### config.mk
export PLATFORM = sky130hd
export DESIGN_NAME = lzbd_parser_flat
export DESIGN_NICKNAME = d
export VERILOG_FILES = /design/src/hw/rtl/lzbd_pkg.sv /design/src/hw/rtl/lzbd_in_if.sv /design/src/hw/rtl/lzbd_parser.sv /design/src/flat_wrapper.sv
export SDC_FILE = /design/constraint.sdc
export NUM_CORES = 1
export LEC_CHECK = 0
export BUFFER_PORTS_ARGS = -buffer_cell sky130_fd_sc_hd__buf_2
export CAP_MARGIN = 10
export CELL_PAD_IN_SITES_DETAIL_PLACEMENT = 0
export CELL_PAD_IN_SITES_GLOBAL_PLACEMENT = 2
export CORE_MARGIN = 2
export CORE_UTILIZATION = 33
export CTS_CLUSTER_DIAMETER = 40
export DETAILED_ROUTE_END_ITERATION = 10
export HOLD_SLACK_MARGIN = 0.05
export PLACE_DENSITY = 0.82
export SKIP_CTS_REPAIR_TIMING = 1
export SYNTH_ARGS = -nofsm -noshare
export SYNTH_HDL_FRONTEND = slang
export SYNTH_SLANG_ARGS = --single-unit
export TNS_END_PERCENT = 30
### constraint.sdc
create_clock -name clk -period 3.32 [get_ports clk]
set_clock_uncertainty 0.2 [all_clocks]
set_input_delay 0.166 -clock clk [delete_from_list [all_inputs] [get_ports clk]]
set_output_delay 0.166 -clock clk [all_outputs]
set_load 0.03 [all_outputs]
### src/hw/rtl/lzbd_pkg.sv
// lzbd_pkg: types and constants shared by the bit-flag lz decompressor
// no dependencies
package lzbd_pkg;

  localparam int OFF_W = 14;
  localparam int LEN_W = 9;

  localparam logic [7:0]       END_BYTE  = 8'hff;
  localparam logic [OFF_W-1:0] OFF_B1    = 14'd1;
  localparam logic [OFF_W-1:0] OFF_B513  = 14'd513;
  localparam logic [OFF_W-1:0] OFF_B1025 = 14'd1025;
  localparam logic [OFF_W-1:0] OFF_B2049 = 14'd2049;
  localparam logic [OFF_W-1:0] OFF_B4097 = 14'd4097;
  localparam logic [OFF_W-1:0] OFF_SHORT = 14'd256;
  localparam logic [LEN_W-1:0] LEN_EXT   = 9'd17;
  localparam logic [LEN_W-1:0] LEN_MID   = 9'd9;

  typedef enum logic [4:0] {
    PH_TYPE, PH_KIND, PH_LIT,
    PH_LA, PH_LB, PH_LC, PH_LD, PH_LE, PH_LF, PH_LG, PH_LH, PH_LBYTE,
    PH_LEN, PH_L78, PH_LEXT, PH_LX1, PH_LX2, PH_LX3,
    PH_SSEL, PH_SBYTE1, PH_SP, PH_SQ, PH_SR, PH_SBYTE2
  } ph_t;

  typedef enum logic [1:0] {P_IDLE, P_BITS, P_WAIT} pst_t;
  typedef enum logic [1:0] {C_IDLE, C_RD, C_WR, C_END} cst_t;
  typedef enum logic [1:0] {J_LIT, J_COPY, J_END} jk_t;

  typedef struct packed {
    logic             vld;
    logic             clr;
    jk_t              kind;
    logic [7:0]       lit;
    logic [OFF_W-1:0] off;
    logic [LEN_W-1:0] len;
  } job_t;

  function automatic logic is_byte_ph(ph_t p);
    return (p == PH_LIT) || (p == PH_LBYTE) || (p == PH_LEXT) ||
           (p == PH_SBYTE1) || (p == PH_SBYTE2);
  endfunction

endpackage

### src/hw/rtl/lzbd_in_if.sv
// lzbd_in_if: compressed byte channel, valid/ready
// no dependencies
interface lzbd_in_if;
  logic       valid;
  logic       ready;
  logic [7:0] in_byte;
  logic       stream_start;
  modport source (output valid, in_byte, stream_start, input ready);
  modport sink (input valid, in_byte, stream_start, output ready);
endinterface

### src/hw/rtl/lzbd_parser.sv
// lzbd_parser: flag word and code parser, issues literal/copy/end jobs
// depends on lzbd_pkg, lzbd_in_if
module lzbd_parser
  import lzbd_pkg::*;
(
  input  logic  clk,
  input  logic  rst_n,
  lzbd_in_if.sink in_ch,
  input  logic  done,
  output job_t  job_r
);
  pst_t st_r, st_nxt;
  ph_t  ph_r, ph_nxt;
  logic [15:0]      fb_r, fb_nxt;
  logic [4:0]       fl_r, fl_nxt;
  logic [7:0]       lo_r, lo_nxt;
  logic             held_r, held_nxt;
  logic [OFF_W-1:0] mo_r, mo_nxt;
  logic [3:0]       oh_r, oh_nxt;
  logic [LEN_W-1:0] ml_r, ml_nxt;
  logic             end_r, end_nxt;
  job_t             job_nxt;

  logic             acc, rs, b;
  logic [7:0]       v;
  ph_t              c_ph, d_ph;
  logic [15:0]      c_fb;
  logic [4:0]       c_fl;
  logic             c_held, c_end;
  logic [OFF_W-1:0] c_mo, d_mo;
  logic [3:0]       c_oh, d_oh;
  logic [LEN_W-1:0] c_ml, d_ml;
  logic             d_end, d_job;
  jk_t              d_kind;
  logic [OFF_W-1:0] d_off;
  logic [LEN_W-1:0] d_len;

  assign in_ch.ready = (st_r == P_IDLE);
  assign acc = in_ch.valid && (st_r == P_IDLE);
  assign rs  = acc && in_ch.stream_start;
  assign v   = in_ch.in_byte;
  assign b   = fb_r[0];

  // state as seen by this beat, with a stream start applied
  always_comb begin
    c_ph   = rs ? PH_TYPE : ph_r;
    c_fb   = rs ? 16'd0 : fb_r;
    c_fl   = rs ? 5'd0 : fl_r;
    c_held = rs ? 1'b0 : held_r;
    c_end  = rs ? 1'b0 : end_r;
    c_mo   = rs ? '0 : mo_r;
    c_oh   = rs ? 4'd0 : oh_r;
    c_ml   = rs ? '0 : ml_r;
  end

  // code decode: byte phases use the input byte, others the next flag bit
  always_comb begin
    d_ph   = c_ph;
    d_mo   = c_mo;
    d_oh   = c_oh;
    d_ml   = c_ml;
    d_end  = 1'b0;
    d_job  = 1'b0;
    d_kind = J_COPY;
    d_off  = c_mo;
    d_len  = c_ml;
    case (c_ph)
      PH_TYPE: d_ph = b ? PH_LIT : PH_KIND;
      PH_KIND: d_ph = b ? PH_LA : PH_SSEL;
      PH_LIT: begin
        d_job  = 1'b1;
        d_kind = J_LIT;
        d_ph   = PH_TYPE;
      end
      PH_LA: begin
        d_oh = {3'd0, b};
        d_ph = PH_LB;
      end
      PH_LB: begin
        if (b) begin
          d_mo = OFF_B1;
          d_ph = PH_LBYTE;
        end else begin
          d_ph = PH_LC;
        end
      end
      PH_LC: begin
        if (b) begin
          d_mo = OFF_B513;
          d_ph = PH_LBYTE;
        end else begin
          d_ph = PH_LD;
        end
      end
      PH_LD: begin
        d_oh = {c_oh[2:0], b};
        d_ph = PH_LE;
      end
      PH_LE: begin
        if (b) begin
          d_mo = OFF_B1025;
          d_ph = PH_LBYTE;
        end else begin
          d_ph = PH_LF;
        end
      end
      PH_LF: begin
        d_oh = {c_oh[2:0], b};
        d_ph = PH_LG;
      end
      PH_LG: begin
        if (b) begin
          d_mo = OFF_B2049;
          d_ph = PH_LBYTE;
        end else begin
          d_ph = PH_LH;
        end
      end
      PH_LH: begin
        d_oh = {c_oh[2:0], b};
        d_mo = OFF_B4097;
        d_ph = PH_LBYTE;
      end
      PH_LBYTE: begin
        d_mo = c_mo + {2'd0, c_oh, v};
        d_ml = '0;
        d_ph = PH_LEN;
      end
      PH_LEN: begin
        if (b) begin
          if (c_ml < LEN_W'(4)) begin
            d_ml  = c_ml + LEN_W'(3);
            d_len = c_ml + LEN_W'(3);
            d_job = 1'b1;
            d_ph  = PH_TYPE;
          end else if (c_ml == LEN_W'(4)) begin
            d_ph = PH_L78;
          end else begin
            d_ph = PH_LEXT;
          end
        end else if (c_ml < LEN_W'(5)) begin
          d_ml = c_ml + LEN_W'(1);
        end else begin
          d_ml = '0;
          d_ph = PH_LX1;
        end
      end
      PH_L78: begin
        d_ml  = b ? LEN_W'(8) : LEN_W'(7);
        d_len = d_ml;
        d_job = 1'b1;
        d_ph  = PH_TYPE;
      end
      PH_LX1: begin
        d_ml = {{(LEN_W-3){1'b0}}, b, 2'b00};
        d_ph = PH_LX2;
      end
      PH_LX2: begin
        d_ml = c_ml | {{(LEN_W-2){1'b0}}, b, 1'b0};
        d_ph = PH_LX3;
      end
      PH_LX3: begin
        d_ml  = (c_ml | {{(LEN_W-1){1'b0}}, b}) + LEN_MID;
        d_len = d_ml;
        d_job = 1'b1;
        d_ph  = PH_TYPE;
      end
      PH_LEXT: begin
        d_ml  = {1'b0, v} + LEN_EXT;
        d_len = d_ml;
        d_job = 1'b1;
        d_ph  = PH_TYPE;
      end
      PH_SSEL: d_ph = b ? PH_SP : PH_SBYTE1;
      PH_SBYTE1: begin
        d_ph = PH_TYPE;
        if (v == END_BYTE) begin
          d_end  = 1'b1;
          d_job  = 1'b1;
          d_kind = J_END;
        end else begin
          d_mo  = {6'd0, v} + OFF_B1;
          d_off = d_mo;
          d_ml  = LEN_W'(2);
          d_len = d_ml;
          d_job = 1'b1;
        end
      end
      PH_SP: begin
        d_mo = {3'd0, b, 10'd0};
        d_ph = PH_SQ;
      end
      PH_SQ: begin
        d_mo = c_mo | {4'd0, b, 9'd0};
        d_ph = PH_SR;
      end
      PH_SR: begin
        d_mo = c_mo | {5'd0, b, 8'd0};
        d_ph = PH_SBYTE2;
      end
      PH_SBYTE2: begin
        d_mo  = (c_mo | {6'd0, v}) + OFF_SHORT;
        d_off = d_mo;
        d_ml  = LEN_W'(2);
        d_len = d_ml;
        d_job = 1'b1;
        d_ph  = PH_TYPE;
      end
      default: d_ph = PH_TYPE;
    endcase
  end

  // next state
  always_comb begin
    st_nxt = st_r;
    case (st_r)
      P_IDLE: begin
        if (acc && !c_end) begin
          if (is_byte_ph(c_ph)) begin
            st_nxt = d_job ? P_WAIT : P_BITS;
          end else if (c_held) begin
            st_nxt = P_BITS;
          end
        end
      end
      P_BITS: begin
        if (end_r || fl_r == 5'd0 || is_byte_ph(ph_r)) begin
          st_nxt = P_IDLE;
        end else if (d_job) begin
          st_nxt = P_WAIT;
        end
      end
      P_WAIT: begin
        if (done) begin
          st_nxt = P_BITS;
        end
      end
      default: st_nxt = P_IDLE;
    endcase
  end

  // parser registers and job issue
  always_comb begin
    ph_nxt   = ph_r;
    fb_nxt   = fb_r;
    fl_nxt   = fl_r;
    lo_nxt   = lo_r;
    held_nxt = held_r;
    mo_nxt   = mo_r;
    oh_nxt   = oh_r;
    ml_nxt   = ml_r;
    end_nxt  = end_r;
    job_nxt  = '0;
    job_nxt.kind = J_COPY;
    case (st_r)
      P_IDLE: begin
        if (acc) begin
          ph_nxt      = c_ph;
          fb_nxt      = c_fb;
          fl_nxt      = c_fl;
          held_nxt    = c_held;
          end_nxt     = c_end;
          mo_nxt      = c_mo;
          oh_nxt      = c_oh;
          ml_nxt      = c_ml;
          job_nxt.clr = rs;
          if (!c_end) begin
            if (is_byte_ph(c_ph)) begin
              ph_nxt       = d_ph;
              mo_nxt       = d_mo;
              oh_nxt       = d_oh;
              ml_nxt       = d_ml;
              end_nxt      = d_end;
              job_nxt.vld  = d_job;
              job_nxt.kind = d_kind;
              job_nxt.lit  = v;
              job_nxt.off  = d_off;
              job_nxt.len  = d_len;
            end else if (!c_held) begin
              lo_nxt   = v;
              held_nxt = 1'b1;
            end else begin
              fb_nxt   = {v, lo_r};
              fl_nxt   = 5'd16;
              held_nxt = 1'b0;
            end
          end
        end
      end
      P_BITS: begin
        if (!(end_r || fl_r == 5'd0 || is_byte_ph(ph_r))) begin
          fb_nxt       = {1'b0, fb_r[15:1]};
          fl_nxt       = fl_r - 5'd1;
          ph_nxt       = d_ph;
          mo_nxt       = d_mo;
          oh_nxt       = d_oh;
          ml_nxt       = d_ml;
          job_nxt.vld  = d_job;
          job_nxt.kind = d_kind;
          job_nxt.off  = d_off;
          job_nxt.len  = d_len;
        end
      end
      default: ;
    endcase
  end

  always_ff @(posedge clk) begin
    if (!rst_n) begin
      st_r   <= P_IDLE;
      ph_r   <= PH_TYPE;
      fb_r   <= '0;
      fl_r   <= '0;
      lo_r   <= '0;
      held_r <= 1'b0;
      mo_r   <= '0;
      oh_r   <= '0;
      ml_r   <= '0;
      end_r  <= 1'b0;
      job_r  <= '0;
    end else begin
      st_r   <= st_nxt;
      ph_r   <= ph_nxt;
      fb_r   <= fb_nxt;
      fl_r   <= fl_nxt;
      lo_r   <= lo_nxt;
      held_r <= held_nxt;
      mo_r   <= mo_nxt;
      oh_r   <= oh_nxt;
      ml_r   <= ml_nxt;
      end_r  <= end_nxt;
      job_r  <= job_nxt;
    end
  end
endmodule

### src/flat_wrapper.sv
// flat-port wrapper written by rule: the top's interface ports become plain ports
module lzbd_parser_flat import lzbd_pkg::*;
  (clk, rst_n, done, job_r, in_ch_valid, in_ch_in_byte, in_ch_stream_start, in_ch_ready);
  lzbd_in_if in_ch_i ();
  input  logic clk;
  input  logic rst_n;
  input  logic done;
  output job_t job_r;
  input wire logic [$bits(in_ch_i.valid)-1:0] in_ch_valid;
  input wire logic [$bits(in_ch_i.in_byte)-1:0] in_ch_in_byte;
  input wire logic [$bits(in_ch_i.stream_start)-1:0] in_ch_stream_start;
  output wire logic [$bits(in_ch_i.ready)-1:0] in_ch_ready;
  assign in_ch_i.valid = in_ch_valid;
  assign in_ch_i.in_byte = in_ch_in_byte;
  assign in_ch_i.stream_start = in_ch_stream_start;
  assign in_ch_ready = in_ch_i.ready;
  lzbd_parser u_core (.clk(clk), .rst_n(rst_n), .in_ch(in_ch_i), .done(done), .job_r(job_r));
endmodule
==> flow_summary.toml, run 1 <==
[run_status]
status = "complete, no violations"

[clock_tree]
cts_root_buffer = "clkbuf_16"
cts_tree = "done"
insertion_delay_ns = 0.37
clockBufferDepth = 2
clock-sinks = 100
clk_pin_slew_ns = 0.09
cts_inserted_buffers = 9
htree_levels = 3

[power]
power_density_nw_per_um2 = 333
finalPower_uw = 2650
ir_drop_v = 0.000230
p_leak_uw = 0.00291

[sta]
fin_ws_ns = 0.206
fmax_mhz = 321
tightest_slew_ns = 0.628
tns_ns = 0
final.min_clock_period_ns = 3.11
maxSlewViolCount = 0
period_share_pct = 93.8
hold_violations = 0
max_slew_margin_pct = 57.9
whs_ns = 0.0566
rsz0062_at_grt = "no"
setup_viol = 0

[final_layout]
final_cell_mix = "nor2_1, dfxtp_1, a21oi_1, nand2_1, o21ai_0"
finalNetCount = 988
syn_to_final_growth_pct = 16.7
final_common_cell = "nor2_1"
drive_gt1_share_pct = 16.1
diodes = 0

[setup_path]
rrSetupSlack_ns = 0.21
cp-startpoint = "u_core.st_r[0]$_SDFFE_PN0P_"
crit_arrival_ns = 3.14
worstPathRequired_ns = 3.35
crit_type = "reg -> reg"
crit_end = "u_core.mo_r[11]$_SDFFE_PN0P_"
worst-path-max-fanout = 11
endpoint_kind = "flop"
reg2reg_to = "u_core.mo_r[11]$_SDFFE_PN0P_"
r2r_cells = 11
cp-start-kind = "flop"
r2r_start = "u_core.st_r[0]$_SDFFE_PN0P_"

[route]
vias = 7273
drc = 0
dr.first_iter.drc_count = 614
drt_wl_total_mm = 25.2
vias_per_cell = 5.92
firstDrtPassIters = 9
antenna_left = 0
wl_per_cell_um = 20.5

[yosys]
ys_types = 92
syn-mean-instance-area_um2 = 7.62
synth_area_um2 = 6830
synth_cells = 897
synth_seq_cells = 100
async_reset_ff_share_pct = 0
synth_ff_type = "dfxtp_1"
yosysWarnings = 0
syn_nets = 932
yosysSeqAreaShare_pct = 29.3
synth_edf_count = 0

[floorplan]
dieWidth_um = 148
ioPinCount = 49
rows = 52
core-area_um2 = 20300
dieArea_um2 = 21900
die_h_um = 148
start_util_pct = 33.7

[flow_run]
cap_violations = 0

[placed_design]
dp_slack_ns = 0.276
gp_congestion = 0.961
portBuffers = 48
dp.final_hpwl_mm = 18.1

[global_route]
grt_start_max_net_pins = 58
grt_use_met1_pct = 32.4
antenna_found_initial = 0
grt.met2_usage_pct = 35.9
grt-busiest-layer = "met2"
grt_pass1_vias = 6787
grt_pass1_wl_mm = 39.4
grt_remaining_overflow = 0
gr-usage-met3_pct = 3.80
grt_use_total_pct = 22.9

[worst_hold_path]
min-delay-start = "in_ch_in_byte[4]"
hold_class = "in -> reg"
## final cells by class
class / count / area [µm²]
fill: 2179 / 12300
multi-input combinational: 704 / 4460
sequential: 100 / 2000
timing repair buffer: 109 / 753
tap: 270 / 338
clock buffer: 9 / 225
inverter: 29 / 109
clock inverter: 7 / 91.3
## worst max-delay path, cell delays in order, from the launching register on
cell and delay [ns]:
dfxtp_2 0.38, nand4bb_4 0.36, buf_4 0.22, nand2_1 0.10
ha_1 0.26, a32o_1 0.29, a22o_1 0.20, a31oi_1 0.19
o22ai_1 0.19, and4b_1 0.25, o31ai_1 0.24, a21oi_1 0.10
## sequential cells by signal, indices dropped and copies added (netlist names)
name           flops
u_core.ph_r        5
u_core.job_r      35
u_core.end_r       1
u_core.lo_r        8
u_core.mo_r       14
u_core.fb_r       16
u_core.fl_r        5
u_core.ml_r        9
u_core.held_r      1
u_core.st_r        2
u_core.oh_r        4
## power breakdown
group | total [µW] | switching, µW | internal (µW) | leakage, µW
Sequential | 1230 | 11.8 | 1210 | 0.000809
Clock | 1130 | 584 | 546 | 0.000152
Combinational | 299 | 202 | 96.6 | 0.00195
## kinds of logic after synthesis
group,count (synthesis),synth area share [%]
adder cells (fa/ha/maj),22,4.03
XOR/XNOR,24,3.08
AO/OA/AOI/OAI,311,31.1
AND/OR/NAND/NOR,333,24.5
flip-flops,100,29.3
multiplexers,14,2.07
buffers and inverters,93,5.93
## layer usage
metal,wire [µm],up-vias
li1,-,3468
met1,11700,3424
met2,11300,333
met3,1690,48
met4,505,0
met5,0,-
## how the worst min path moves through the flow
stage | to | slack (ns) | depth (start not counted)
2_1_floorplan | u_core.lo_r[0]$_SDFFE_PN0P_ | 0.11 | 2
3_3_place_gp | u_core.fl_r[3]$_SDFFE_PN0P_ | 0.25 | 1
3_5_place_dp | u_core.fl_r[3]$_SDFFE_PN0P_ | 0.26 | 1
4_1_cts | u_core.job_r[24]$_SDFF_PP0_ | -0.04 | 3
5_1_grt | u_core.mo_r[9]$_SDFFE_PN0P_ | 0.09 | 3
6_report | u_core.lo_r[4]$_SDFFE_PN0P_ | 0.06 | 3
## cell usage after synthesis (7+ instances only)
library cell,n,share of area (%)
xnor2_1,17,2.2
a32o_1,7,1.0
dfxtp_1,100,29
buf_2,27,2.0
a222oi_1,13,1.9
o211ai_1,8,0.88
a31oi_1,18,1.6
o31ai_1,8,0.88
nand4_1,10,0.92
nor4_1,15,1.4
nand3_1,36,2.6
nor3_1,17,1.2
and3_1,9,0.82
nor2b_1,9,0.82
o22ai_1,14,1.3
mux2i_1,13,1.9
clkbuf_1,30,1.6
a211oi_1,8,0.88
o21ai_0,54,4.0
nand2_1,74,4.1
nor2_1,110,6.0
a21o_1,7,0.77
a32oi_1,7,0.90
xor2_1,7,0.90
inv_1,27,1.5
a22oi_1,12,1.3
and2_1,11,1.0
a21oi_1,82,6.0
or3_1,7,0.64
ha_1,22,4.0
## metrics by stage
stage	util, %	std cells	area (µm²)
3_3_place_gp	37.3	1202	7570
4_1_cts	38.8	1218	7880
5_1_grt	39.3	1228	7980
6_report	39.3	1228	7980
2_1_floorplan	-	897	6840
3_5_place_dp	37.3	1202	7570
(Power assumes the default switching activity.)
==> inputs of run 2 (changes only) <==
--- a/config.mk
+++ b/config.mk
@@ -13,9 +13,11 @@
 export CORE_UTILIZATION = 33
 export CTS_CLUSTER_DIAMETER = 40
 export DETAILED_ROUTE_END_ITERATION = 10
+export GPL_TIMING_DRIVEN = 0
 export HOLD_SLACK_MARGIN = 0.05
 export PLACE_DENSITY = 0.82
 export SKIP_CTS_REPAIR_TIMING = 1
+export SKIP_LAST_GASP = 1
 export SYNTH_ARGS = -nofsm -noshare
 export SYNTH_HDL_FRONTEND = slang
 export SYNTH_SLANG_ARGS = --single-unit
==> constraint.sdc (replaced) <==
create_clock -name clk -period 3.32 [get_ports clk]
set_clock_uncertainty 0.2 [all_clocks]
set_input_delay 0.498 -clock clk [delete_from_list [all_inputs] [get_ports clk]]
set_output_delay 0.498 -clock clk [all_outputs]
set_load 0.03 [all_outputs]
==> flow_summary.toml, run 2 (synthesized netlist as in run 1, its figures left out) <==
[run_status]
status = "complete, no violations"

[clock_tree]
clockBufferDepth = 2
clk_pin_slew_ns = 0.08
cts_tree = "done"
cts_inserted_buffers = 9
insertion_delay_ns = 0.38
clock-sinks = 100
htree_levels = 3
cts_root_buffer = "clkbuf_16"

[power]
power_density_nw_per_um2 = 338
ir_drop_v = 0.000315
p_leak_uw = 0.00292
finalPower_uw = 2730

[route]
firstDrtPassIters = 5
drt_wl_total_mm = 28.8
drc = 0
wl_per_cell_um = 23.1
vias_per_cell = 6.07
vias = 7569
antenna_left = 0
wl_met3_mm = 2.32
wl_met2_mm = 12.7
met1Wirelength_mm = 12.8
top_layer = "met4"
dr.first_iter.drc_count = 899

[sta]
tightest_slew_ns = 0.886
final.min_clock_period_ns = 3.29
period_share_pct = 99.0
maxSlewViolCount = 0
fmax_mhz = 304
max_slew_margin_pct = 40.9
tns_ns = 0
setup_viol = 0
rsz0062_at_grt = "yes"
hold_violations = 0

[setup_path]
crit_type = "in -> reg"
worst-path-max-fanout = 9
crit_arrival_ns = 3.35
worstPathRequired_ns = 3.38
endpoint_kind = "flop"
cp-start-kind = "primary input"

[final_layout]
finalNetCount = 1006
reg_top3 = "u_core.job_r: 35 flops, u_core.fb_r: 16 flops, u_core.mo_r: 14 flops"
fin_cells = 1246
final_common_cell = "nor2_1"
diodes = 0
stdcell_area_um2 = 8090
multi_input_area_um2 = 4560
largest_reg_flops = 35
top_register = "u_core.job_r"
finalCoreUtilization_pct = 39.8
nFillCells = 2219
drive_gt1_share_pct = 16.9
seq_area_um2 = 2010
syn_to_final_growth_pct = 18.3
final_cell_mix = "nor2_1, dfxtp_1, a21oi_1, nand2_1, buf_2"

[floorplan]
start_util_pct = 33.7
dieWidth_um = 148
core-area_um2 = 20300
ioPinCount = 49
die_h_um = 148
dieArea_um2 = 21900
rows = 52

[flow_run]
cap_violations = 0

[global_route]
grt_remaining_overflow = 0
grt_pass1_wl_mm = 42.4
grt_use_total_pct = 25.5
grt_start_max_net_pins = 22
antenna_found_initial = 0
grt_pass1_vias = 6835

[placed_design]
portBuffers = 45
gp_congestion = 0.934
dpl_cell_area_um2 = 7410
dpl.cell_count = 1212
dp.final_hpwl_mm = 20.7

[worst_hold_path]
hold_class = "reg -> reg"
-- run 2: path summary, 6_finish.rpt --
| check | from | to | slack, ns | depth (start not counted) |
|---|---|---|---|---|
| worst max-delay path | in_ch_in_byte[0] | u_core.job_r[20]$_SDFF_PN0_ | 0.03 | 8 |
| worst min-delay path | u_core.fl_r[3]$_SDFFE_PN0P_ | u_core.fl_r[3]$_SDFFE_PN0P_ | 0.28 | 1 |
| worst max register to register | u_core.st_r[0]$_SDFFE_PN0P_ | u_core.mo_r[9]$_SDFFE_PN0P_ | 0.05 | 13 |
| worst min register to register | u_core.fl_r[3]$_SDFFE_PN0P_ | u_core.fl_r[3]$_SDFFE_PN0P_ | 0.28 | 1 |
-- run 2: report_power, final --
part           switching, µW  internal, µW
logic                    240           109
clock network            611           550
registers               11.0          1210
total                    862          1870
-- run 2: cell type report --
type	instances	area share, %
repair buffers	63	4.67
flip-flops and latches	100	24.9
well taps	270	4.18
clock inverters	7	1.07
plain buffers	64	4.67
multi-input cells	704	56.4
clock buffers	9	2.79
inverters	29	1.35
-- run 2: worst max-delay path: stages --
cell	delay, ns
buf_2	0.23
ha_1	0.28
nand4_1	0.26
nor2_1	0.65
nand2_1	0.46
nand3_1	0.55
nor2_1	0.12
nor4_2	0.28
-- run 2: layer usage --
layer,GRT usage [%],vias to the layer above
met5,0,-
met4,9.05,0
li1,-,3500
met1,35.3,3614
met2,39.6,379
met3,4.85,76
-- run 2: through the flow --
step,hold slack [ns],setup WS (ns)
6_report,0.278,0.0326
3_5_place_dp,0.262,-0.752
3_3_place_gp,0.255,-0.760
2_1_floorplan,0.233,0.00201
5_1_grt,0.278,-0.0544
4_1_cts,0.276,-0.569
